===== src/rtl/core/tpcp_pkg.sv =====
// ----------------------------------------------------------------------------
// Thermal printer command parser package
// Event codes, command byte codes, queue record type and shared constants.
// ----------------------------------------------------------------------------
package tpcp_pkg;

   // Fixed widths of the stream and of the result fields.
   localparam int BYTE_W  = 8;
   localparam int LINES_W = 12;
   localparam int COUNT_W = 18;

   localparam int                   MAX_BITMAP_LINES_DEF = 1023;
   localparam logic [COUNT_W-1:0]   COUNT_MAX            = 18'h3FFFF;
   localparam int                   QUEUE_DEPTH_DEF      = 4;
   localparam logic [15:0]          LSPACE_DEFAULT       = 16'd16;

   // Event codes as they leave the block.
   typedef enum logic [4:0] {
      EV_CHAR          = 5'd0,
      EV_WIDE          = 5'd1,
      EV_LINE_END      = 5'd2,
      EV_CUT           = 5'd3,
      EV_LINE_SPACE    = 5'd4,
      EV_REVERSE       = 5'd5,
      EV_FEED_FWD      = 5'd6,
      EV_FEED_REV      = 5'd7,
      EV_CHAR_SPACE    = 5'd8,
      EV_DBL_WIDTH     = 5'd9,
      EV_DBL_HEIGHT    = 5'd10,
      EV_UNDERLINE     = 5'd11,
      EV_BMP_MSB       = 5'd12,
      EV_XOR_MODE      = 5'd13,
      EV_FONT_SEL      = 5'd14,
      EV_CUSTOM_EN     = 5'd15,
      EV_PEN_ADV       = 5'd16,
      EV_BMP_PRINT     = 5'd17,
      EV_BMP_DELETE    = 5'd18,
      EV_BMP_HEADER    = 5'd19,
      EV_BMP_DATA      = 5'd20,
      EV_FONT_HEADER   = 5'd21,
      EV_FONT_DATA     = 5'd22,
      EV_RULED_MODE    = 5'd23,
      EV_RULED_CLEAR   = 5'd24,
      EV_RULED_RANGE   = 5'd25,
      EV_RULED_PATTERN = 5'd26,
      EV_RULED_PRINT   = 5'd27
   } ev_type;

   // Parser modes.
   typedef enum logic [1:0] {
      MODE_TEXT = 2'd0,
      MODE_ESC  = 2'd1,
      MODE_DC2  = 2'd2,
      MODE_DC3  = 2'd3
   } mode_type;

   // Control bytes of the text stream.
   localparam logic [7:0] B_NUL = 8'h00;
   localparam logic [7:0] B_LF  = 8'h0A;
   localparam logic [7:0] B_CR  = 8'h0D;
   localparam logic [7:0] B_DC2 = 8'h12;
   localparam logic [7:0] B_DC3 = 8'h13;
   localparam logic [7:0] B_CAN = 8'h18;
   localparam logic [7:0] B_ESC = 8'h1B;
   localparam logic [7:0] B_SPC = 8'h20;

   // Command bytes.
   localparam logic [7:0] C_HASH   = 8'h23;
   localparam logic [7:0] C_LPAR   = 8'h28;
   localparam logic [7:0] C_RPAR   = 8'h29;
   localparam logic [7:0] C_PLUS   = 8'h2B;
   localparam logic [7:0] C_MINUS  = 8'h2D;
   localparam logic [7:0] C_TWO    = 8'h32;
   localparam logic [7:0] C_THREE  = 8'h33;
   localparam logic [7:0] C_EQUAL  = 8'h3D;
   localparam logic [7:0] C_UA     = 8'h41;
   localparam logic [7:0] C_UC     = 8'h43;
   localparam logic [7:0] C_UD     = 8'h44;
   localparam logic [7:0] C_UF     = 8'h46;
   localparam logic [7:0] C_UG     = 8'h47;
   localparam logic [7:0] C_UH     = 8'h48;
   localparam logic [7:0] C_UI     = 8'h49;
   localparam logic [7:0] C_UJ     = 8'h4A;
   localparam logic [7:0] C_UK     = 8'h4B;
   localparam logic [7:0] C_UL     = 8'h4C;
   localparam logic [7:0] C_UO     = 8'h4F;
   localparam logic [7:0] C_UP     = 8'h50;
   localparam logic [7:0] C_US     = 8'h53;
   localparam logic [7:0] C_UT     = 8'h54;
   localparam logic [7:0] C_UU     = 8'h55;
   localparam logic [7:0] C_UW     = 8'h57;
   localparam logic [7:0] C_LI     = 8'h69;
   localparam logic [7:0] C_LJ     = 8'h6A;
   localparam logic [7:0] C_LM     = 8'h6D;
   localparam logic [7:0] C_LP     = 8'h70;
   localparam logic [7:0] C_LW     = 8'h77;
   localparam logic [7:0] C_TILDE  = 8'h7E;

   // One classified command between the front and the back.
   typedef struct packed {
      ev_type     ev;
      logic [7:0] p0;
      logic [7:0] p1;
      logic [7:0] p2;
      logic [7:0] p3;
      logic       last;
   } rec_type;

endpackage


===== src/rtl/core/tpcp_ifs.sv =====
// ----------------------------------------------------------------------------
// Thermal printer command parser channels
// Valid/ready channels for the byte stream and for decoded events.
// ----------------------------------------------------------------------------
interface tpcp_req_if;
   logic       valid;
   logic       ready;
   logic [7:0] byte_in;

   modport source (output valid, output byte_in, input ready);
   modport sink (input valid, input byte_in, output ready);
endinterface

interface tpcp_rsp_if;
   logic        valid;
   logic        ready;
   logic [4:0]  event_res;
   logic [15:0] arg_a;
   logic [15:0] arg_b;
   logic [7:0]  arg_c;
   logic [7:0]  arg_d;
   logic        payload_last;

   modport source (output valid, output event_res, output arg_a, output arg_b,
                   output arg_c, output arg_d, output payload_last, input ready);
   modport sink (input valid, input event_res, input arg_a, input arg_b,
                 input arg_c, input arg_d, input payload_last, output ready);
endinterface


===== src/rtl/core/tpcp_queue.sv =====
// ----------------------------------------------------------------------------
// Thermal printer command parser record queue
// Small register queue between the parser front and the event formatter.
// DEPTH must be a power of two.
// ----------------------------------------------------------------------------
module tpcp_queue import tpcp_pkg::*; #(
   parameter int DEPTH = QUEUE_DEPTH_DEF
) (
   input  logic    clock,
   input  logic    reset,
   input  logic    push,
   input  rec_type push_rec,
   input  logic    pop,
   output logic    full,
   output logic    not_empty,
   output rec_type head
);

   localparam int AW = (DEPTH > 1) ? $clog2(DEPTH) : 1;

   rec_type         mem_ff [DEPTH];
   logic [AW-1:0]   wptr_ff, wptr_in;
   logic [AW-1:0]   rptr_ff, rptr_in;
   logic [AW:0]     count_ff, count_in;

   // Status and head of queue.
   assign full      = (count_ff == (AW+1)'(DEPTH));
   assign not_empty = (count_ff != '0);
   assign head      = mem_ff[rptr_ff];

   // Pointer and fill count update.
   always_comb begin
      wptr_in  = push ? wptr_ff + 1'b1 : wptr_ff;
      rptr_in  = pop ? rptr_ff + 1'b1 : rptr_ff;
      count_in = count_ff + (AW+1)'(push) - (AW+1)'(pop);
   end

   always_ff @(posedge clock) begin
      if (reset) begin
         wptr_ff  <= '0;
         rptr_ff  <= '0;
         count_ff <= '0;
      end else begin
         wptr_ff  <= wptr_in;
         rptr_ff  <= rptr_in;
         count_ff <= count_in;
      end
   end

   // Entry storage.
   always_ff @(posedge clock) begin
      if (push) begin
         mem_ff[wptr_ff] <= push_rec;
      end
   end

endmodule


===== src/rtl/core/tpcp_front.sv =====
// ----------------------------------------------------------------------------
// Thermal printer command parser front
// Accepts stream bytes, tracks the parse state and queues classified commands.
// ----------------------------------------------------------------------------
module tpcp_front import tpcp_pkg::*; #(
   parameter int MAX_BITMAP_LINES = MAX_BITMAP_LINES_DEF
) (
   input  logic        clock,
   input  logic        reset,
   tpcp_req_if.sink    req,
   input  logic        q_full,
   output logic        push,
   output rec_type     push_rec
);

   localparam logic [LINES_W-1:0] MAX_LINES = LINES_W'(MAX_BITMAP_LINES);

   typedef enum logic [1:0] {FS_IDLE, FS_MUL1, FS_MUL2} fsm_type;

   fsm_type              fsm_ff, fsm_in;
   mode_type             mode_ff, mode_in;
   logic                 locked_ff, locked_in;
   logic [7:0]           cmd_ff, cmd_in;
   logic [COUNT_W-1:0]   rem_ff, rem_in;
   logic [7:0]           par_ff [4];
   logic [7:0]           par_in [4];
   logic [2:0]           pcnt_ff, pcnt_in;
   logic                 kanji_ff, kanji_in;
   logic [7:0]           kfirst_ff, kfirst_in;
   logic [11:0]          m1_ff, m1_in;
   logic signed [12:0]   m2_ff, m2_in;

   logic                 accept;
   logic [7:0]           c;
   logic                 do_finish;
   logic [4:0]           ceil_y;
   logic signed [9:0]    span;
   logic [15:0]          h_raw;
   logic [LINES_W-1:0]   h_clamp;
   logic signed [25:0]   prod;
   logic [COUNT_W-1:0]   cnt;

   assign req.ready = (fsm_ff == FS_IDLE) && !q_full;
   assign accept    = req.valid && req.ready;
   assign c         = req.byte_in;

   // Payload count terms; the first product is registered before the second.
   always_comb begin
      ceil_y  = 5'((9'(par_ff[2][6:0]) + 9'd7) >> 3);
      span    = $signed({2'b00, par_ff[1]}) - $signed({2'b00, par_ff[0]}) + 10'sd1;
      h_raw   = {par_ff[3], par_ff[2]};
      h_clamp = (h_raw > 16'(MAX_LINES)) ? MAX_LINES : h_raw[LINES_W-1:0];
      prod    = $signed({1'b0, m1_ff}) * m2_ff;
      if (prod <= 26'sd0) begin
         cnt = '0;
      end else if (prod > 26'sd262143) begin
         cnt = COUNT_MAX;
      end else begin
         cnt = prod[COUNT_W-1:0];
      end
   end

   // Parse step for one accepted beat, and the header count sequence.
   always_comb begin
      fsm_in    = fsm_ff;
      mode_in   = mode_ff;
      locked_in = locked_ff;
      cmd_in    = cmd_ff;
      rem_in    = rem_ff;
      par_in    = par_ff;
      pcnt_in   = pcnt_ff;
      kanji_in  = kanji_ff;
      kfirst_in = kfirst_ff;
      m1_in     = m1_ff;
      m2_in     = m2_ff;
      push      = 1'b0;
      push_rec  = '0;
      do_finish = 1'b0;

      unique case (fsm_ff)
         FS_MUL1: begin
            if (cmd_ff == C_UT) begin
               m1_in = {5'b0, par_ff[1][6:0]};
               m2_in = $signed({1'b0, h_clamp});
            end else begin
               m1_in = 12'(ceil_y * par_ff[3][6:0]);
               m2_in = 13'(span);
            end
            fsm_in = FS_MUL2;
         end
         FS_MUL2: begin
            if (!q_full) begin
               push        = 1'b1;
               push_rec.p0 = par_ff[0];
               push_rec.p1 = par_ff[1];
               if (cmd_ff == C_UT) begin
                  push_rec.ev = EV_BMP_HEADER;
                  push_rec.p2 = m2_ff[7:0];
                  push_rec.p3 = {4'b0, m2_ff[11:8]};
               end else begin
                  push_rec.ev = EV_FONT_HEADER;
                  push_rec.p2 = par_ff[2];
                  push_rec.p3 = par_ff[3];
               end
               rem_in = cnt;
               if (cnt == '0) begin
                  do_finish = 1'b1;
               end
               fsm_in = FS_IDLE;
            end
         end
         default: begin
            if (accept) begin
               if (rem_ff != '0) begin
                  if (pcnt_ff >= 3'd4) begin
                     // Payload beat of a bitmap or font definition.
                     push          = 1'b1;
                     push_rec.ev   = (cmd_ff == C_UT) ? EV_BMP_DATA : EV_FONT_DATA;
                     push_rec.p0   = c;
                     push_rec.last = (rem_ff == COUNT_W'(1));
                     rem_in        = rem_ff - 1'b1;
                     do_finish     = (rem_ff == COUNT_W'(1));
                  end else begin
                     // Parameter beat; the last one runs the command.
                     par_in[pcnt_ff[1:0]] = c;
                     pcnt_in              = pcnt_ff + 1'b1;
                     rem_in               = rem_ff - 1'b1;
                     if (rem_ff == COUNT_W'(1)) begin
                        push_rec.p0 = par_in[0];
                        push_rec.p1 = par_in[1];
                        push_rec.p2 = par_in[2];
                        push_rec.p3 = par_in[3];
                        do_finish   = 1'b1;
                        unique case (mode_ff)
                           MODE_ESC: begin
                              push = 1'b1;
                              priority case (cmd_ff)
                                 C_THREE, C_UA: push_rec.ev = EV_LINE_SPACE;
                                 C_UI:          push_rec.ev = EV_REVERSE;
                                 C_UJ:          push_rec.ev = EV_FEED_FWD;
                                 C_LJ:          push_rec.ev = EV_FEED_REV;
                                 B_SPC:         push_rec.ev = EV_CHAR_SPACE;
                                 C_UW:          push_rec.ev = EV_DBL_WIDTH;
                                 C_LW:          push_rec.ev = EV_DBL_HEIGHT;
                                 C_MINUS:       push_rec.ev = EV_UNDERLINE;
                                 C_EQUAL:       push_rec.ev = EV_BMP_MSB;
                                 C_HASH:        push_rec.ev = EV_XOR_MODE;
                                 default:       push = 1'b0;
                              endcase
                           end
                           MODE_DC2: begin
                              priority case (cmd_ff)
                                 C_UF: begin
                                    push        = 1'b1;
                                    push_rec.ev = EV_FONT_SEL;
                                 end
                                 C_UO: begin
                                    push        = 1'b1;
                                    push_rec.ev = EV_CUSTOM_EN;
                                 end
                                 C_LP: begin
                                    push        = (par_in[0] != 8'd0);
                                    push_rec.ev = EV_PEN_ADV;
                                 end
                                 C_US: begin
                                    push        = 1'b1;
                                    push_rec.ev = EV_BMP_PRINT;
                                 end
                                 C_UU: begin
                                    push        = 1'b1;
                                    push_rec.ev = EV_BMP_DELETE;
                                 end
                                 C_UT, C_UP: begin
                                    do_finish = 1'b0;
                                    fsm_in    = FS_MUL1;
                                 end
                                 default: push = 1'b0;
                              endcase
                           end
                           MODE_DC3: begin
                              priority case (cmd_ff)
                                 C_UD: begin
                                    push        = 1'b1;
                                    push_rec.ev = EV_RULED_RANGE;
                                    push_rec.p2 = par_in[0];
                                    push_rec.p3 = par_in[1];
                                 end
                                 C_UF: begin
                                    push        = 1'b1;
                                    push_rec.ev = EV_RULED_PATTERN;
                                 end
                                 C_UL: begin
                                    push        = 1'b1;
                                    push_rec.ev = EV_RULED_RANGE;
                                 end
                                 default: push = 1'b0;
                              endcase
                           end
                           default: push = 1'b0;
                        endcase
                     end
                  end
               end else begin
                  unique case (mode_ff)
                     MODE_ESC: begin
                        cmd_in = c;
                        priority case (c)
                           C_THREE, C_UA, C_UJ, C_LJ, B_SPC, C_UI, C_UW, C_LW,
                           C_EQUAL, C_HASH, C_MINUS: begin
                              rem_in  = COUNT_W'(1);
                              pcnt_in = 3'd0;
                           end
                           C_LI: begin
                              mode_in     = MODE_TEXT;
                              push        = 1'b1;
                              push_rec.ev = EV_CUT;
                           end
                           C_UK: begin
                              kanji_in = 1'b1;
                              mode_in  = MODE_TEXT;
                           end
                           C_UH: begin
                              kanji_in = 1'b0;
                              mode_in  = MODE_TEXT;
                           end
                           C_TWO: begin
                              mode_in     = MODE_TEXT;
                              push        = 1'b1;
                              push_rec.ev = EV_LINE_SPACE;
                              push_rec.p0 = LSPACE_DEFAULT[7:0];
                           end
                           default: mode_in = MODE_TEXT;
                        endcase
                     end
                     MODE_DC2: begin
                        cmd_in  = c;
                        pcnt_in = 3'd0;
                        priority case (c)
                           C_UD, C_UF, C_UG, C_UU, C_LP, C_TILDE, C_UO:
                              rem_in = COUNT_W'(1);
                           C_US:       rem_in = COUNT_W'(2);
                           C_LM:       rem_in = COUNT_W'(3);
                           C_UT, C_UP: rem_in = COUNT_W'(4);
                           default:    mode_in = MODE_TEXT;
                        endcase
                     end
                     MODE_DC3: begin
                        cmd_in = c;
                        if (!locked_ff) begin
                           mode_in = MODE_TEXT;
                        end
                        priority case (c)
                           C_LPAR: begin
                              locked_in = 1'b1;
                              mode_in   = mode_ff;
                           end
                           C_RPAR: begin
                              locked_in = 1'b0;
                              mode_in   = MODE_TEXT;
                           end
                           C_UD, C_UF: begin
                              rem_in  = COUNT_W'(2);
                              pcnt_in = 3'd0;
                              mode_in = mode_ff;
                           end
                           C_UL: begin
                              rem_in  = COUNT_W'(4);
                              pcnt_in = 3'd0;
                              mode_in = mode_ff;
                           end
                           C_PLUS: begin
                              push        = 1'b1;
                              push_rec.ev = EV_RULED_MODE;
                              push_rec.p0 = 8'd1;
                           end
                           C_MINUS: begin
                              push        = 1'b1;
                              push_rec.ev = EV_RULED_MODE;
                           end
                           C_UC: begin
                              push        = 1'b1;
                              push_rec.ev = EV_RULED_CLEAR;
                           end
                           C_UP: begin
                              push        = 1'b1;
                              push_rec.ev = EV_RULED_PRINT;
                           end
                           default: push = 1'b0;
                        endcase
                     end
                     default: begin
                        // Text mode, with kanji pairing.
                        priority case (c)
                           B_ESC: mode_in = MODE_ESC;
                           B_DC2: mode_in = MODE_DC2;
                           B_DC3: mode_in = MODE_DC3;
                           B_CR, B_LF: begin
                              push        = 1'b1;
                              push_rec.ev = EV_LINE_END;
                           end
                           B_CAN, B_NUL: push = 1'b0;
                           default: begin
                              if (!kanji_ff || (kfirst_ff == 8'd0 && c <= B_SPC)) begin
                                 push        = 1'b1;
                                 push_rec.ev = EV_CHAR;
                                 push_rec.p0 = c;
                              end else if (kfirst_ff == 8'd0) begin
                                 kfirst_in = c;
                              end else begin
                                 push        = 1'b1;
                                 push_rec.ev = EV_WIDE;
                                 push_rec.p0 = kfirst_ff;
                                 push_rec.p1 = c;
                                 kfirst_in   = 8'd0;
                              end
                           end
                        endcase
                     end
                  endcase
               end
            end
         end
      endcase

      // End of a command: locked DC3 stays in DC3.
      if (do_finish) begin
         rem_in  = '0;
         pcnt_in = 3'd0;
         if (!(locked_ff && mode_ff == MODE_DC3)) begin
            mode_in = MODE_TEXT;
         end
      end
   end

   always_ff @(posedge clock) begin
      if (reset) begin
         fsm_ff    <= FS_IDLE;
         mode_ff   <= MODE_TEXT;
         locked_ff <= 1'b0;
         cmd_ff    <= '0;
         rem_ff    <= '0;
         pcnt_ff   <= '0;
         kanji_ff  <= 1'b0;
         kfirst_ff <= '0;
      end else begin
         fsm_ff    <= fsm_in;
         mode_ff   <= mode_in;
         locked_ff <= locked_in;
         cmd_ff    <= cmd_in;
         rem_ff    <= rem_in;
         pcnt_ff   <= pcnt_in;
         kanji_ff  <= kanji_in;
         kfirst_ff <= kfirst_in;
      end
   end

   // Parameter bytes and count operands hold no reset value.
   always_ff @(posedge clock) begin
      par_ff <= par_in;
      m1_ff  <= m1_in;
      m2_ff  <= m2_in;
   end

`ifndef SYNTHESIS
   // The first count step is always followed by the second.
   a_mul_seq: assert property (@(posedge clock) disable iff (reset)
      fsm_ff == FS_MUL1 |=> fsm_ff == FS_MUL2)
      else $error("count sequence skipped its second step");

   // Only DC2 header commands enter the count sequence.
   a_mul_mode: assert property (@(posedge clock) disable iff (reset)
      fsm_ff != FS_IDLE |-> mode_ff == MODE_DC2 && (cmd_ff == C_UT || cmd_ff == C_UP))
      else $error("count sequence outside a DC2 header command");

   // The parameter count never passes four.
   a_pcnt: assert property (@(posedge clock) disable iff (reset)
      pcnt_ff <= 3'd4)
      else $error("parameter count overflow");
`endif

endmodule


===== src/rtl/core/tpcp_back.sv =====
// ----------------------------------------------------------------------------
// Thermal printer command parser back
// Turns queued commands into event arguments and holds the result beat.
// ----------------------------------------------------------------------------
module tpcp_back import tpcp_pkg::*; (
   input  logic        clock,
   input  logic        reset,
   input  logic        q_valid,
   input  rec_type     q_head,
   output logic        pop,
   tpcp_rsp_if.source  rsp
);

   logic        valid_ff, valid_in;
   ev_type      ev_ff;
   logic [15:0] a_ff, a_in;
   logic [15:0] b_ff, b_in;
   logic [7:0]  c_ff, c_in;
   logic [7:0]  d_ff, d_in;
   logic        last_ff;
   logic        load;

   // Load the output register whenever it is free or being taken.
   assign load     = q_valid && (!valid_ff || rsp.ready);
   assign pop      = load;
   assign valid_in = load || (valid_ff && !rsp.ready);

   // Argument formatting per event.
   always_comb begin
      a_in = '0;
      b_in = '0;
      c_in = '0;
      d_in = '0;
      unique case (q_head.ev)
         EV_CHAR, EV_LINE_SPACE, EV_FEED_FWD, EV_FEED_REV, EV_BMP_DELETE,
         EV_RULED_MODE, EV_BMP_DATA, EV_FONT_DATA:
            a_in = {8'd0, q_head.p0};
         EV_WIDE:
            a_in = {q_head.p0, q_head.p1};
         EV_REVERSE, EV_DBL_WIDTH, EV_DBL_HEIGHT, EV_BMP_MSB, EV_XOR_MODE,
         EV_FONT_SEL, EV_CUSTOM_EN:
            a_in = {15'd0, q_head.p0[0]};
         EV_CHAR_SPACE:
            a_in = {9'd0, q_head.p0[6:0]};
         EV_UNDERLINE:
            a_in = {13'd0, q_head.p0[2:0]};
         EV_PEN_ADV:
            a_in = 16'd1;
         EV_BMP_PRINT: begin
            a_in = {8'd0, q_head.p0};
            b_in = {5'd0, q_head.p1, 3'd0};
         end
         EV_BMP_HEADER: begin
            a_in = {8'd0, q_head.p0};
            b_in = {q_head.p3, q_head.p2};
            c_in = {1'b0, q_head.p1[6:0]};
         end
         EV_FONT_HEADER: begin
            a_in = {8'd0, q_head.p0};
            b_in = {8'd0, q_head.p1};
            c_in = {1'b0, q_head.p2[6:0]};
            d_in = {1'b0, q_head.p3[6:0]};
         end
         EV_RULED_RANGE: begin
            a_in = {q_head.p1, q_head.p0};
            b_in = {q_head.p3, q_head.p2};
         end
         EV_RULED_PATTERN: begin
            a_in = {8'd0, q_head.p0};
            b_in = {8'd0, q_head.p1};
         end
         default: a_in = '0;
      endcase
   end

   always_ff @(posedge clock) begin
      if (reset) begin
         valid_ff <= 1'b0;
      end else begin
         valid_ff <= valid_in;
      end
   end

   always_ff @(posedge clock) begin
      if (load) begin
         ev_ff   <= q_head.ev;
         a_ff    <= a_in;
         b_ff    <= b_in;
         c_ff    <= c_in;
         d_ff    <= d_in;
         last_ff <= q_head.last;
      end
   end

   assign rsp.valid        = valid_ff;
   assign rsp.event_res    = ev_ff;
   assign rsp.arg_a        = a_ff;
   assign rsp.arg_b        = b_ff;
   assign rsp.arg_c        = c_ff;
   assign rsp.arg_d        = d_ff;
   assign rsp.payload_last = last_ff;

endmodule


===== src/rtl/core/thermal_printer_command_parser.sv =====
// ----------------------------------------------------------------------------
// Thermal printer command parser
// Decodes an ESC/POS style printer byte stream into command event beats.
// ----------------------------------------------------------------------------
// One byte beat is taken per cycle while the queue has room and no header
// count is in progress, and yields zero or one event beat. The byte that
// completes a bitmap or font definition header holds the input: the payload
// count goes through a two-step registered multiply before the next byte can
// be parsed. Classified commands wait in a four-entry queue in front of the
// event formatter, so the input keeps flowing while a result beat is stalled
// until that queue fills. Event beats pass the queue and the output register.
module thermal_printer_command_parser import tpcp_pkg::*; #(
   parameter int MAX_BITMAP_LINES = MAX_BITMAP_LINES_DEF
) (
   input  logic        clock,
   input  logic        reset,
   tpcp_req_if.sink    req,
   tpcp_rsp_if.source  rsp
);

   logic    q_full;
   logic    q_push;
   rec_type q_push_rec;
   logic    q_pop;
   logic    q_valid;
   rec_type q_head;

   tpcp_front #(
      .MAX_BITMAP_LINES (MAX_BITMAP_LINES)
   ) u_front (
      .clock    (clock),
      .reset    (reset),
      .req      (req),
      .q_full   (q_full),
      .push     (q_push),
      .push_rec (q_push_rec)
   );

   tpcp_queue #(
      .DEPTH (QUEUE_DEPTH_DEF)
   ) u_queue (
      .clock     (clock),
      .reset     (reset),
      .push      (q_push),
      .push_rec  (q_push_rec),
      .pop       (q_pop),
      .full      (q_full),
      .not_empty (q_valid),
      .head      (q_head)
   );

   tpcp_back u_back (
      .clock   (clock),
      .reset   (reset),
      .q_valid (q_valid),
      .q_head  (q_head),
      .pop     (q_pop),
      .rsp     (rsp)
   );

endmodule


===== src/flat_wrapper.sv =====
// flat-port wrapper written by rule: the top's interface ports become plain ports
module thermal_printer_command_parser_flat import tpcp_pkg::*;
#(
   parameter int MAX_BITMAP_LINES = MAX_BITMAP_LINES_DEF
)
  (clock, reset, req_valid, req_byte_in, req_ready, rsp_valid, rsp_event_res, rsp_arg_a, rsp_arg_b, rsp_arg_c, rsp_arg_d, rsp_payload_last, rsp_ready);
  tpcp_req_if req_i ();
  tpcp_rsp_if rsp_i ();
  input  logic clock;
  input  logic reset;
  input wire logic [$bits(req_i.valid)-1:0] req_valid;
  input wire logic [$bits(req_i.byte_in)-1:0] req_byte_in;
  output wire logic [$bits(req_i.ready)-1:0] req_ready;
  output wire logic [$bits(rsp_i.valid)-1:0] rsp_valid;
  output wire logic [$bits(rsp_i.event_res)-1:0] rsp_event_res;
  output wire logic [$bits(rsp_i.arg_a)-1:0] rsp_arg_a;
  output wire logic [$bits(rsp_i.arg_b)-1:0] rsp_arg_b;
  output wire logic [$bits(rsp_i.arg_c)-1:0] rsp_arg_c;
  output wire logic [$bits(rsp_i.arg_d)-1:0] rsp_arg_d;
  output wire logic [$bits(rsp_i.payload_last)-1:0] rsp_payload_last;
  input wire logic [$bits(rsp_i.ready)-1:0] rsp_ready;
  assign req_i.valid = req_valid;
  assign req_i.byte_in = req_byte_in;
  assign req_ready = req_i.ready;
  assign rsp_valid = rsp_i.valid;
  assign rsp_event_res = rsp_i.event_res;
  assign rsp_arg_a = rsp_i.arg_a;
  assign rsp_arg_b = rsp_i.arg_b;
  assign rsp_arg_c = rsp_i.arg_c;
  assign rsp_arg_d = rsp_i.arg_d;
  assign rsp_payload_last = rsp_i.payload_last;
  assign rsp_i.ready = rsp_ready;
  thermal_printer_command_parser #(.MAX_BITMAP_LINES(MAX_BITMAP_LINES)) u_core (.clock(clock), .reset(reset), .req(req_i), .rsp(rsp_i));
endmodule

===== config.mk =====
export PLATFORM = sky130hd
export DESIGN_NAME = thermal_printer_command_parser_flat
export DESIGN_NICKNAME = d
export VERILOG_FILES = /design/src/rtl/core/tpcp_pkg.sv /design/src/rtl/core/tpcp_ifs.sv /design/src/rtl/core/tpcp_queue.sv /design/src/rtl/core/tpcp_front.sv /design/src/rtl/core/tpcp_back.sv /design/src/rtl/core/thermal_printer_command_parser.sv /design/src/flat_wrapper.sv
export SDC_FILE = /design/constraint.sdc
export NUM_CORES = 1
export LEC_CHECK = 0
export BUFFER_PORTS_ARGS = -buffer_cell sky130_fd_sc_hd__buf_2
export CAP_MARGIN = 20
export CORE_AREA = 2 2 215 217
export CTS_CLUSTER_DIAMETER = 30
export CTS_CLUSTER_SIZE = 28
export DETAILED_ROUTE_END_ITERATION = 6
export DIE_AREA = 0 0 217 219
export PLACE_DENSITY_LB_ADDON = 0.25
export SLEW_MARGIN = 20
export SYNTH_ARGS = -nofsm -noshare
export SYNTH_HDL_FRONTEND = slang
export SYNTH_SLANG_ARGS = --single-unit

===== constraint.sdc =====
create_clock -name clock -period 7.58 [get_ports clock]
set_input_delay 0.758 -clock clock [delete_from_list [all_inputs] [get_ports clock]]
set_output_delay 0.758 -clock clock [all_outputs]
set_load 0.02 [all_outputs]

# ---- After elaboration in Yosys (flattened, before gate mapping)
# Memories as Yosys holds them, arrays and structs flattened. A register that Yosys moved wholly into a read port is not among the register bits.
# Index checks and enable logic that the tools add are counted.
dict set report totals {
  inputBits 12
  mem_bits_rw 152
  out_inout_bits 56
  mem_count 1
  regBits 162
}
# name depth word_bits read_ports rd_ports_with_merged_regs wr line
set mem_list {}
lappend mem_list {u_core.u_queue.mem_ff 4 38 1 1 1 tpcp_queue.sv:21} ;# rec_type mem_ff [DEPTH];
dict set report op_classes {
  n_reduce_logical 66
  n_mux 111
  add_sub_neg 9
  eq_ne 95
  n_mul 2
  magnitude_cmp 7
  bitwise 8
}
# op n
set op_table {}
lappend op_table {{== test 8 x 7 -> 1 bit (second input constant)} 37}
lappend op_table {{two-way mux 21 bit} 7}
lappend op_table {{== test 8 x 6 -> 1 bit (second input constant)} 14}
lappend op_table {{case mux 16 bit (7 select lines)} 1}
lappend op_table {{two-way mux 18 bit} 6}
lappend op_table {{two-way mux 37 bit} 2}
lappend op_table {{case mux 37 bit (2 select lines)} 1}
lappend op_table {{case mux 18 bit (2 select lines)} 2}
lappend op_table {{case mux 18 bit (4 select lines)} 1}
lappend op_table {{two-way mux 16 bit} 4}
lappend op_table {{case mux 18 bit (3 select lines)} 1}
lappend op_table {{== test 5 bit (second input constant)} 10}
lappend op_table {{case mux 16 bit (3 select lines)} 1}
lappend op_table {{== test 5 x 4 -> 1 bit (second input constant)} 8}
lappend op_table {{case mux 4 bit (10 select lines)} 1}
lappend op_table {{case mux 13 bit (3 select lines)} 1}
lappend op_table {{two-way mux 38 bit} 1}
lappend op_table {{two-way mux 2 bit} 18}
lappend op_table {{two-way mux 17 bit} 2}
lappend op_table {{OR reduction 11 bit} 3}
lappend op_table {{bitwise mux 32 bit} 1}
lappend op_table {{== test 8 x 5 -> 1 bit (second input constant)} 4}
lappend op_table {{two-way mux 8 bit} 4}
lappend op_table {{case mux 5 bit (3 select lines)} 2}
lappend op_table {{72 further kinds} 166}

# ---- Depth between registers and ports, before layout
# Gate-level depths: netlist of the first run.
dict set report logic_depth {
  ltp_word 16
  depth_mapped 24
}

# ---- Cells and area by module
# Synthesis of the first run repeated with hierarchy kept, for this count alone.
dict set report hier_totals {
  hier_cells 2119
  area_unflattened_um2 22464.0
}
# mod instances cells_per_inst area_each_um2 seq_area_each_um2
set by_module_without_submodules {}
lappend by_module_without_submodules {tpcp_front 1 1718 14111.0 2572.5}
lappend by_module_without_submodules {tpcp_queue 1 240 5938.2 4744.6}
lappend by_module_without_submodules {tpcp_back 1 161 2414.8 1581.5}

# ---- Least setup slack after synthesis of the first run
# OpenSTA, ideal clock, no wires.
dict set report synth_timing {
  kind {reg2reg}
  start {reg u_core.u_front.m2_ff[3]}
  end {reg u_core.u_front.rem_ff[17]}
  path_buffers 2
  path_stages_with_launch 25
  arrival_time_ps 6058
  path_slack_ps 1397
  path_cell_list {edfxtp_1 clkbuf_1 and2_1 fa_1 inv_1 fa_1 inv_1 ha_1 ha_1 inv_1 fa_1 inv_1 ha_1 ha_1 fa_1 a21o_1 a21oi_2 xnor2_1 or4_1 or4_1 nor3_2 a31oi_1 nor3_2 buf_6 a31oi_1}
}
dict set report synth_between {
  elab_chain_len 9
  word_cells_on_any_way 12
  classes_between {mul (1); order compare (2); mux (7); reduce/logical (2)}
}
# item line
set synth_rtl {}
lappend synth_rtl {{from (decl)} tpcp_front.sv:31} ;# logic signed [12:0] m2_ff, m2_in;
lappend synth_rtl {{from (signal assigned)} tpcp_front.sv:361} ;# m2_ff <= m2_in;
lappend synth_rtl {{multiplier 13 x 13 -> 26 bit (*)} tpcp_front.sv:53} ;# prod = $signed({1'b0, m1_ff}) * m2_ff;
lappend synth_rtl {{greater-than comparator 26 x 19 -> 1 bit} tpcp_front.sv:56} ;# end else if (prod > 26'sd262143) begin
lappend synth_rtl {{two-way mux 18 bit} tpcp_front.sv:56}
lappend synth_rtl {{two-way mux 18 bit (*)} tpcp_front.sv:54} ;# if (prod <= 26'sd0) begin
lappend synth_rtl {{zero test 18 bit} tpcp_front.sv:106} ;# if (cnt == '0) begin
lappend synth_rtl {{two-way mux 1 bit} tpcp_front.sv:106}
lappend synth_rtl {{two-way mux 1 bit} tpcp_front.sv:92} ;# if (!q_full) begin
lappend synth_rtl {{case mux 1 bit (2 select lines)} tpcp_front.sv:80} ;# unique case (fsm_ff)
lappend synth_rtl {{OR reduction 2 bit (no line)} --}
lappend synth_rtl {{to (signal assigned)} tpcp_front.sv:350} ;# rem_ff <= rem_in;
lappend synth_rtl {{to (decl)} tpcp_front.sv:24} ;# logic [COUNT_W-1:0] rem_ff, rem_in;
# Mark *: on every way between the ends. The rest lies on a longest branch, timed or not. The select of a mux whose other input is x is not followed.
# A chain may end at the register's enable or synchronous reset.

# ---- Worst setup path in the final report of the first run
dict set report layout_timing {
  start {reg u_core.u_front.m1_ff[6]}
  end {reg u_core.u_front.mode_ff[1]}
}
dict set report layout_between {
  elab_chain_len 9
  word_cells_on_any_way 10
  classes_between {mul (1); order compare (2); mux (6); reduce/logical (1)}
}
# item line
set layout_rtl {}
lappend layout_rtl {{from (decl)} tpcp_front.sv:30} ;# logic [11:0] m1_ff, m1_in;
lappend layout_rtl {{from (signal assigned)} tpcp_front.sv:360} ;# m1_ff <= m1_in;
lappend layout_rtl {{multiplier 13 x 13 -> 26 bit (*)} tpcp_front.sv:53}
lappend layout_rtl {{greater-than comparator 26 x 19 -> 1 bit} tpcp_front.sv:56}
lappend layout_rtl {{two-way mux 18 bit} tpcp_front.sv:56}
lappend layout_rtl {{two-way mux 18 bit (*)} tpcp_front.sv:54}
lappend layout_rtl {{zero test 18 bit (*)} tpcp_front.sv:106}
lappend layout_rtl {{two-way mux 1 bit (*)} tpcp_front.sv:106}
lappend layout_rtl {{two-way mux 1 bit (*)} tpcp_front.sv:92}
lappend layout_rtl {{case mux 1 bit (2 select lines) (*)} tpcp_front.sv:80}
lappend layout_rtl {{two-way mux 2 bit (*)} tpcp_front.sv:326} ;# if (do_finish) begin
lappend layout_rtl {{to (signal assigned)} tpcp_front.sv:347} ;# mode_ff <= mode_in;
lappend layout_rtl {{to (decl)} tpcp_front.sv:21} ;# mode_type mode_ff, mode_in;
# Mark *: on every way between the ends. The rest lies on a longest branch, timed or not.

==> results by group, run 1 <==
Setup path
  • Arrival time of the worst setup path: 7330 ps
  • Worst-path cell with the longest stage delay: sky130_fd_sc_hd__edfxtp_1
  • Data required time of the critical path: 8000 ps
  • Worst R2R End: u_core.u_front.mode_ff[1]
  • Register-to-register setup slack: 670 ps
  • Largest stage delay on the critical path: 610 ps
  • CP Launch Type: flip-flop
  • Critical path fanouts, max: 13
  • Critical Setup Path Class: reg -> reg
  • Critical path endpoint category: flip-flop
  • Most prevalent standard cell on the critical path: sky130_fd_sc_hd__fa_1
  • Critical-path cell list: and2_1, fa_1, inv_1, fa_1, inv_1, fa_1, inv_1, fa_1, inv_1, fa_1, ha_1, ha_1, and3_1, a221oi_2, o211ai_1, a21oi_1, xnor2_1, nor4_1, nand2_1, nor4b_1, nor4_1
  • Worst Reg-to-Reg Cells: 21
  • Launch point of the worst reg-to-reg path: u_core.u_front.m1_ff[6]

Route
  • Remaining design rule violation count: 0
  • Total wirelength of the detailed-routed design: 59400 um
  • Avg Vias per Cell: 5.95
  • First-pass iteration count of the detailed router: 7
  • Initial DRC Count: 1447
  • Number of antenna-violating nets in the routed design: 0
  • Via count of the routed design: 16600
  • DR WL/cell: 21.3 um

Floorplanning
  • Die X: 217 um
  • Area of the core region: 45100 um2
  • Total die area: 47500 um2
  • Number of I/O pins: 68
  • Total number of placement rows: 78
  • Die span in y: 219 um
  • Starting utilization of the core area: 0.494

Global routing
  • Maximum number of pins on one net before global-route repair: 56
  • Antenna violations before repair: 6
  • Remaining global-route overflow: 0
  • Total global-route track usage: 0.256
  • Vias in the first global route: 16600
  • Wire length of the first global-routing pass: 93900 um

CTS
  • Clock-pin slew on the worst setup and hold paths: 50 ps
  • Cell chosen for the clock root: sky130_fd_sc_hd__clkbuf_16
  • Setup bufs post-CTS: 0
  • Worst-case clock buffer depth: 3
  • Sinks on Clock Net: 314
  • Hold-fix buffers, CTS: 0
  • Post-CTS Resized: 0
  • Clock network latency to the later pin of the worst-skew pair: 580 ps
  • Depth of the CTS H-tree: 3
  • TritonCTS buffer count: 67
  • CTS tree: built

Finish
  • Growth of design area from synthesis to finish: 14.2%
  • Share of cells above drive strength 1: 0.143
  • Multi-input logic area: 12300 um2
  • Final Net Count: 2407
  • Fill cell count: 3792
  • Combined flip-flop and latch cell area: 8900 um2

STA
  • Setup repair after global routing missed its margin: no
  • Max frequency: 0.145 GHz
  • Number of pins with negative max-slew slack in the final report: 0
  • Worst relative slew slack: 0.241
  • Number of hold violations in the final report: 0
  • Transition at the pin with the smallest max-transition slack: 1130 ps
  • Setup total negative slack: 0 ps
  • Setup-failing EPs final: 0
  • Clock skew after layout: 31.3 ps
  • Worst Hold Slack: 482 ps
  • Share of the clock period used by the worst path after layout: 0.911
  • Period minus WS final: 6910 ps

Synthesis
  • Synthesized area per cell: 10.7 um2
  • Most used flip-flop cell after synthesis: sky130_fd_sc_hd__edfxtp_1
  • Fraction of registers with async set/reset: 0
  • Cell count after synthesis: 2076
  • Synth area leaders: sky130_fd_sc_hd__edfxtp_1, sky130_fd_sc_hd__fa_1, sky130_fd_sc_hd__ha_1
  • Top cell type by total area after synthesis: sky130_fd_sc_hd__edfxtp_1
  • Library cells used by synthesis: 88
  • Count of state elements after synthesis: 314
  • Sequential fraction of the synthesis area: 0.399
  • Area share of the leading cell type in the synthesized netlist: 0.352
  • Count of yosys warnings during synthesis: 0
  • Netlist area before placement: 22300 um2
  • Number of flops mapped to enable cells by yosys: 261

Worst hold path
  • Start point of the worst min-delay path: rsp_ready
  • Hold-critical path endpoint: u_core.u_back.rsp.valid
  • Cell count of the worst hold path: 3
  • Worst hold-check path type: in -> reg

Placement
  • Port Buf Inserts: 65
  • RD Place Congestion: 0.928
  • HPWL after detailed placement: 42900 um

Power and ir drop
  • Worst VDD drop: 0.313 mV
  • Leakage power summed over all cells: 10.1 nW
  • Sum of internal, switching and leakage power: 0.0107 W
  • Cell Pwr Density: 419 nW/um2

Job
  • # Max-Cap Violations: 0

Outcome
  • Run status: complete, no violations
## cells by family (layout without fill, tap and decap cells)
kind of cell,Yosys count,after routing,share of synthesized area
adders and majority gates,271,271,0.195
AOI/OAI and AO/OA,403,403,0.116
other,1,8,0.000168
DFF,314,314,0.399
muxes,108,108,0.0711
buffers and inverters,292,394,0.0525
and+or+nand+nor,641,641,0.148
xor gates and xnor gates,46,46,0.0181
## cells in the final DEF, fill, tap and decap left out, drive strengths merged, types with 40 or more instances in the layout
master	synthesis	routed
nand3	49	49
dfxtp	53	53
nor2	88	88
o21ai	96	96
buf	21	86
nor3	40	40
edfxtp	261	261
ha	144	144
a21oi	112	112
clkbuf	86	78
and2	101	101
nand2	216	216
fa	127	127
inv	184	189
## power by group
group          switching, W  internal [W]  total (W)
sequential         0.000270       0.00260    0.00287
combinational       0.00306       0.00176    0.00482
clock              0.000994       0.00198    0.00297
total               0.00432       0.00634     0.0107
## critical path: cells and delay by family, from the launching register on
family                   cells  cell delay, ps
adder cells (fa/ha/maj)      7            3180
AND/OR/NAND/NOR              6            1790
AO/OA/AOI/OAI                3             870
flip-flops                   1             610
buffers and inverters        4             220
XOR/XNOR                     1              80
## layout make-up
class / instances / area share
Sequential cell: 314 / 0.350
Tap cell: 600 / 0.0295
Clock buffer: 78 / 0.0700
Timing Repair Buffer: 86 / 0.0190
Inverter: 184 / 0.0271
Antenna cell: 6 / 0.000590
Multi-Input combinational cell: 1471 / 0.482
Clock inverter: 46 / 0.0217
## cell usage after synthesis (all sizes together), types with 19 or more instances
| cell type | n |
|---|---|
| edfxtp | 261 |
| nand2 | 216 |
| inv | 184 |
| ha | 144 |
| fa | 127 |
| a21oi | 112 |
| and2 | 101 |
| o21ai | 96 |
| nor2 | 88 |
| clkbuf | 86 |
| dfxtp | 53 |
| nand3 | 49 |
| nor3 | 40 |
| mux2i | 38 |
| a22o | 37 |
| mux4 | 37 |
| mux2 | 33 |
| xnor2 | 33 |
| nor2b | 28 |
| a31oi | 24 |
| o22ai | 23 |
| buf | 21 |
| nor4 | 20 |
| a22oi | 19 |
| nand2b | 19 |
## metrics by stage
step	std cells	area, um2	setup WS, ps	utilization
5_1_grt	2785	25400	157	0.564
2_1_floorplan	2077	22300	1400	-
3_5_place_dp	2655	23100	748	0.512
4_1_cts	2779	25400	692	0.564
6_report	2785	25400	675	0.564
3_3_place_gp	2655	23100	823	0.512
## how the worst max path moves through the flow
stage	from	to	slack, ps	depth (start not counted)
3_5_place_dp	u_core.u_front.m1_ff[6]	u_core.u_front.mode_ff[1]	750	21
4_1_cts	u_core.u_front.m1_ff[5]	u_core.u_front.mode_ff[0]	690	21
5_1_grt	u_core.u_front.m2_ff[12]	u_core.u_front.rem_ff[8]	160	18
6_report	u_core.u_front.m1_ff[6]	u_core.u_front.mode_ff[1]	670	21
2_1_floorplan	u_core.u_front.m2_ff[3]	u_core.u_front.rem_ff[17]	1400	24
3_3_place_gp	u_core.u_front.m1_ff[5]	u_core.u_front.mode_ff[1]	820	21
## routing by layer
metal / vias up / GRT usage / part of all wire
met5: - / 0 / 0
met4: 0 / 0.151 / 0.058
met3: 184 / 0.0482 / 0.071
met2: 705 / 0.414 / 0.47
met1: 8137 / 0.321 / 0.40
li1: 7543 / - / -
## state kept, by name, summed over array words and instances, names as in the netlist, 3 cells and up, named ones only
register / cells
u_core.u_front.m1_ff: 12
u_core.u_front.kfirst_ff: 8
u_core.u_back.rsp.arg_c: 7
u_core.u_front.m2_ff: 13
u_core.u_back.rsp.arg_d: 7
u_core.u_queue.count_ff: 3
u_core.u_front.pcnt_ff: 3
u_core.u_back.rsp.arg_b: 16
u_core.u_front.cmd_ff: 8
u_core.u_front.rem_ff: 18
u_core.u_queue.mem_ff: 152
u_core.u_front.par_ff: 16
u_core.u_back.rsp.arg_a: 16
u_core.u_front.h_raw: 16
u_core.u_back.rsp.event_res: 5
(Power assumes the default switching activity.)
==> run 2, diff against run 1 <==
--- a/config.mk
+++ b/config.mk
@@ -5,15 +5,14 @@
 export SDC_FILE = /design/constraint.sdc
 export NUM_CORES = 1
 export LEC_CHECK = 0
-export BUFFER_PORTS_ARGS = -buffer_cell sky130_fd_sc_hd__buf_2
 export CAP_MARGIN = 20
 export CORE_AREA = 2 2 215 217
 export CTS_CLUSTER_DIAMETER = 30
 export CTS_CLUSTER_SIZE = 28
 export DETAILED_ROUTE_END_ITERATION = 6
 export DIE_AREA = 0 0 217 219
+export DONT_BUFFER_PORTS = 1
 export PLACE_DENSITY_LB_ADDON = 0.25
-export SLEW_MARGIN = 20
 export SYNTH_ARGS = -nofsm -noshare
 export SYNTH_HDL_FRONTEND = slang
 export SYNTH_SLANG_ARGS = --single-unit
==> results by group, run 2 (synthesis gave the netlist of run 1 again) <==
Power and ir drop
  • Sequential group share of total power: 0.284 (was 0.269)
  • Switching fraction of total power: 0.401 (was 0.405)
  • Worst VDD drop: 0.323 mV (was 0.313 mV)
  • P_int: 0.00658 W (was 0.00634 W)
  • Power share of the combinational group: 0.414 (was 0.452)
  • Leakage power summed over all cells: 9.97 nW (was 10.1 nW)
  • Cell Pwr Density: 433 nW/um2 (was 419 nW/um2)
  • Share of power burned in the clock network: 0.303 (was 0.279)
  • Psw: 0.00441 W (was 0.00432 W)

Worst hold path
  • Cell count of the worst hold path: 1 (was 3)
  • Worst hold-check path type: in -> reg (unchanged)

Floorplanning
  • Die span in y: 219 um (unchanged)
  • Die X: 217 um (unchanged)
  • Total number of placement rows: 78 (unchanged)
  • Total die area: 47500 um2 (unchanged)
  • Number of I/O pins: 68 (unchanged)
  • Area of the core region: 45100 um2 (unchanged)
  • Starting utilization of the core area: 0.494 (unchanged)

Finish
  • Biggest regs: u_core.u_queue.mem_ff x152, u_core.u_front.rem_ff x18 (unchanged)
  • Final non-filler cell area: 25400 um2 (about the same)
  • Leading cell type in the layout, fill and taps excluded: sky130_fd_sc_hd__edfxtp_1 (unchanged)
  • Register with the most flip-flops: u_core.u_queue.mem_ff (unchanged)
  • Most frequent cells in the layout: sky130_fd_sc_hd__edfxtp_1, sky130_fd_sc_hd__nand2_1, sky130_fd_sc_hd__inv_1 (unchanged)
  • Growth of design area from synthesis to finish: 13.8% (was 14.2%)
  • Final Net Count: 2346 (was 2407)
  • Final design utilization: 0.563 (was 0.564)
  • Number of flip-flops in the largest register: 152 (unchanged)
  • Share of cells above drive strength 1: 0.118 (was 0.143)
  • Fill cell count: 3780 (was 3792)

Route
  • Number of antenna-violating nets in the routed design: 0 (unchanged)
  • First-pass iteration count of the detailed router: 6 (was 7)
  • DR WL/cell: 21.9 um (was 21.3 um)
  • Avg Vias per Cell: 6.01 (was 5.95)
  • Initial DRC Count: 1287 (was 1447)
  • Total wirelength of the detailed-routed design: 59700 um (was 59400 um)
  • Via count of the routed design: 16400 (was 16600)
  • Remaining design rule violation count: 0 (unchanged)

STA
  • Period minus WS final: 6940 ps (was 6910 ps)
  • Number of hold violations in the final report: 0 (unchanged)
  • Post-route worst setup slack: 636 ps (was 675 ps)
  • Setup repair after global routing missed its margin: no (unchanged)
  • Number of pins with negative max-slew slack in the final report: 0 (unchanged)
  • Transition at the pin with the smallest max-transition slack: 1170 ps (was 1130 ps)
  • Clock skew after layout: 51.0 ps (was 31.3 ps)
  • Setup-failing EPs final: 0 (unchanged)
  • Worst relative slew slack: 0.210 (was 0.241)
  • Setup total negative slack: 0 ps (unchanged)
  • Share of the clock period used by the worst path after layout: 0.916 (was 0.911)
  • Max frequency: 0.144 GHz (was 0.145 GHz)

Global routing
  • Remaining global-route overflow: 0 (unchanged)
  • Wire length of the first global-routing pass: 94800 um (was 93900 um)
  • Total global-route track usage: 0.258 (was 0.256)
  • Antenna violations before repair: 1 (was 6)
  • Maximum number of pins on one net before global-route repair: 55 (was 56)
  • Vias in the first global route: 16700 (was 16600)

CTS
  • Clock-pin slew on the worst setup and hold paths: 40 ps (was 50 ps)
  • Hold-fix buffers, CTS: 0 (unchanged)
  • Worst-case clock buffer depth: 3 (unchanged)
  • Post-CTS Resized: 0 (unchanged)
  • Clock network latency to the later pin of the worst-skew pair: 600 ps (was 580 ps)
  • Sinks on Clock Net: 314 (unchanged)
  • CTS tree: built (unchanged)
  • Setup bufs post-CTS: 0 (unchanged)
  • Cell chosen for the clock root: sky130_fd_sc_hd__clkbuf_16 (unchanged)
  • Depth of the CTS H-tree: 3 (unchanged)
  • TritonCTS buffer count: 71 (was 67)

Job
  • # Max-Cap Violations: 0 (unchanged)

Placement
  • Port Buf Inserts: 0 (was 65)
  • HPWL after detailed placement: 42700 um (was 42900 um)
  • Placed inst area: 22800 um2 (was 23100 um2)
  • Worst slack, placed: 702 ps (was 748 ps)
  • RD Place Congestion: 0.939 (was 0.928)

Setup path
  • CP Launch Type: flip-flop (unchanged)
  • Data required time of the critical path: 7990 ps (was 8000 ps)
  • Worst Reg-to-Reg Cells: 19 (was 21)
  • Critical path endpoint category: flip-flop (unchanged)
  • Most prevalent standard cell on the critical path: sky130_fd_sc_hd__fa_1 (unchanged)
  • Critical path fanouts, max: 13 (unchanged)
  • Worst-path cell with the longest stage delay: sky130_fd_sc_hd__edfxtp_1 (unchanged)
  • Critical-path cell list: and2_1, fa_1, inv_1, fa_1, inv_1, fa_1, fa_1, fa_1, fa_1, ha_1, and3_1, nand2_1, o211ai_1, a21oi_1, xnor2_1, nor4_1, nand2_1, nor4b_1, nor4_1 (was and2_1, fa_1, inv_1, fa_1, inv_1, fa_1, inv_1, fa_1, inv_1, fa_1, ha_1, ha_1, and3_1, a221oi_2, o211ai_1, a21oi_1, xnor2_1, nor4_1, nand2_1, nor4b_1, nor4_1)
  • Arrival time of the worst setup path: 7360 ps (was 7330 ps)
  • Largest stage delay on the critical path: 620 ps (was 610 ps)
  • Critical Setup Path Class: reg -> reg (unchanged)

Outcome
  • Run status: complete, no violations (unchanged)
[run 2: area by class of cell]
| type | count | area, um2 | area share |
|---|---|---|---|
| flip-flops and latches | 314 | 8900 | 0.351 |
| clock inverters | 46 | 724 | 0.0286 |
| diodes | 3 | 7.51 | 0.000296 |
| clock buffers | 82 | 1880 | 0.0741 |
| inverters | 184 | 691 | 0.0272 |
| multi-input cells | 1471 | 12300 | 0.483 |
| well taps | 600 | 751 | 0.0296 |
| repair buffers | 21 | 155 | 0.00611 |
[run 2: path summary, 6_finish.rpt]
path                                    start                     endpoint  slack [ps]
setup / recovery      u_core.u_front.m2_ff[9]    u_core.u_front.mode_ff[1]         640
setup reg to reg      u_core.u_front.m2_ff[9]    u_core.u_front.mode_ff[1]         640
hold / removal                          reset                    flip-flop         230
hold reg to reg   u_core.u_front.kfirst_ff[5]  u_core.u_front.kfirst_ff[5]         470
[run 2: critical path: cells and delay by family, from the launching register on]
family | cells | cell delay, ps
xor gates and xnor gates | 1 | 160
and+or+nand+nor | 7 | 1910
AOI/OAI and AO/OA | 2 | 430
DFF | 1 | 620
buffers and inverters | 2 | 120
adders and majority gates | 7 | 3520
[run 2: layer usage]
layer,wire length (um),global-route usage
met1,24500,0.326
met3,3780,0.0514
met4,3020,0.125
met2,28300,0.426
met5,0,0
[run 2: power by group through the flow]
stage,sequential (W),clock (W),combinational (W)
floorplan,0.00300,0,0.00321
global placement,0.00313,0,0.00440
detailed placement,0.00314,0,0.00443
CTS,0.00312,0.00336,0.00451
global route,0.00315,0.00345,0.00497
finish,0.00312,0.00333,0.00454
[run 2: stage by stage]
step                      power [W]  hold slack (ps)  std cells
after floorplan             0.00622              443       2077
after global placement      0.00753              454       2588
after detailed placement    0.00757              461       2589
after CTS                    0.0110              190       2717
after global routing         0.0116              211       2719
final                        0.0110              229       2721
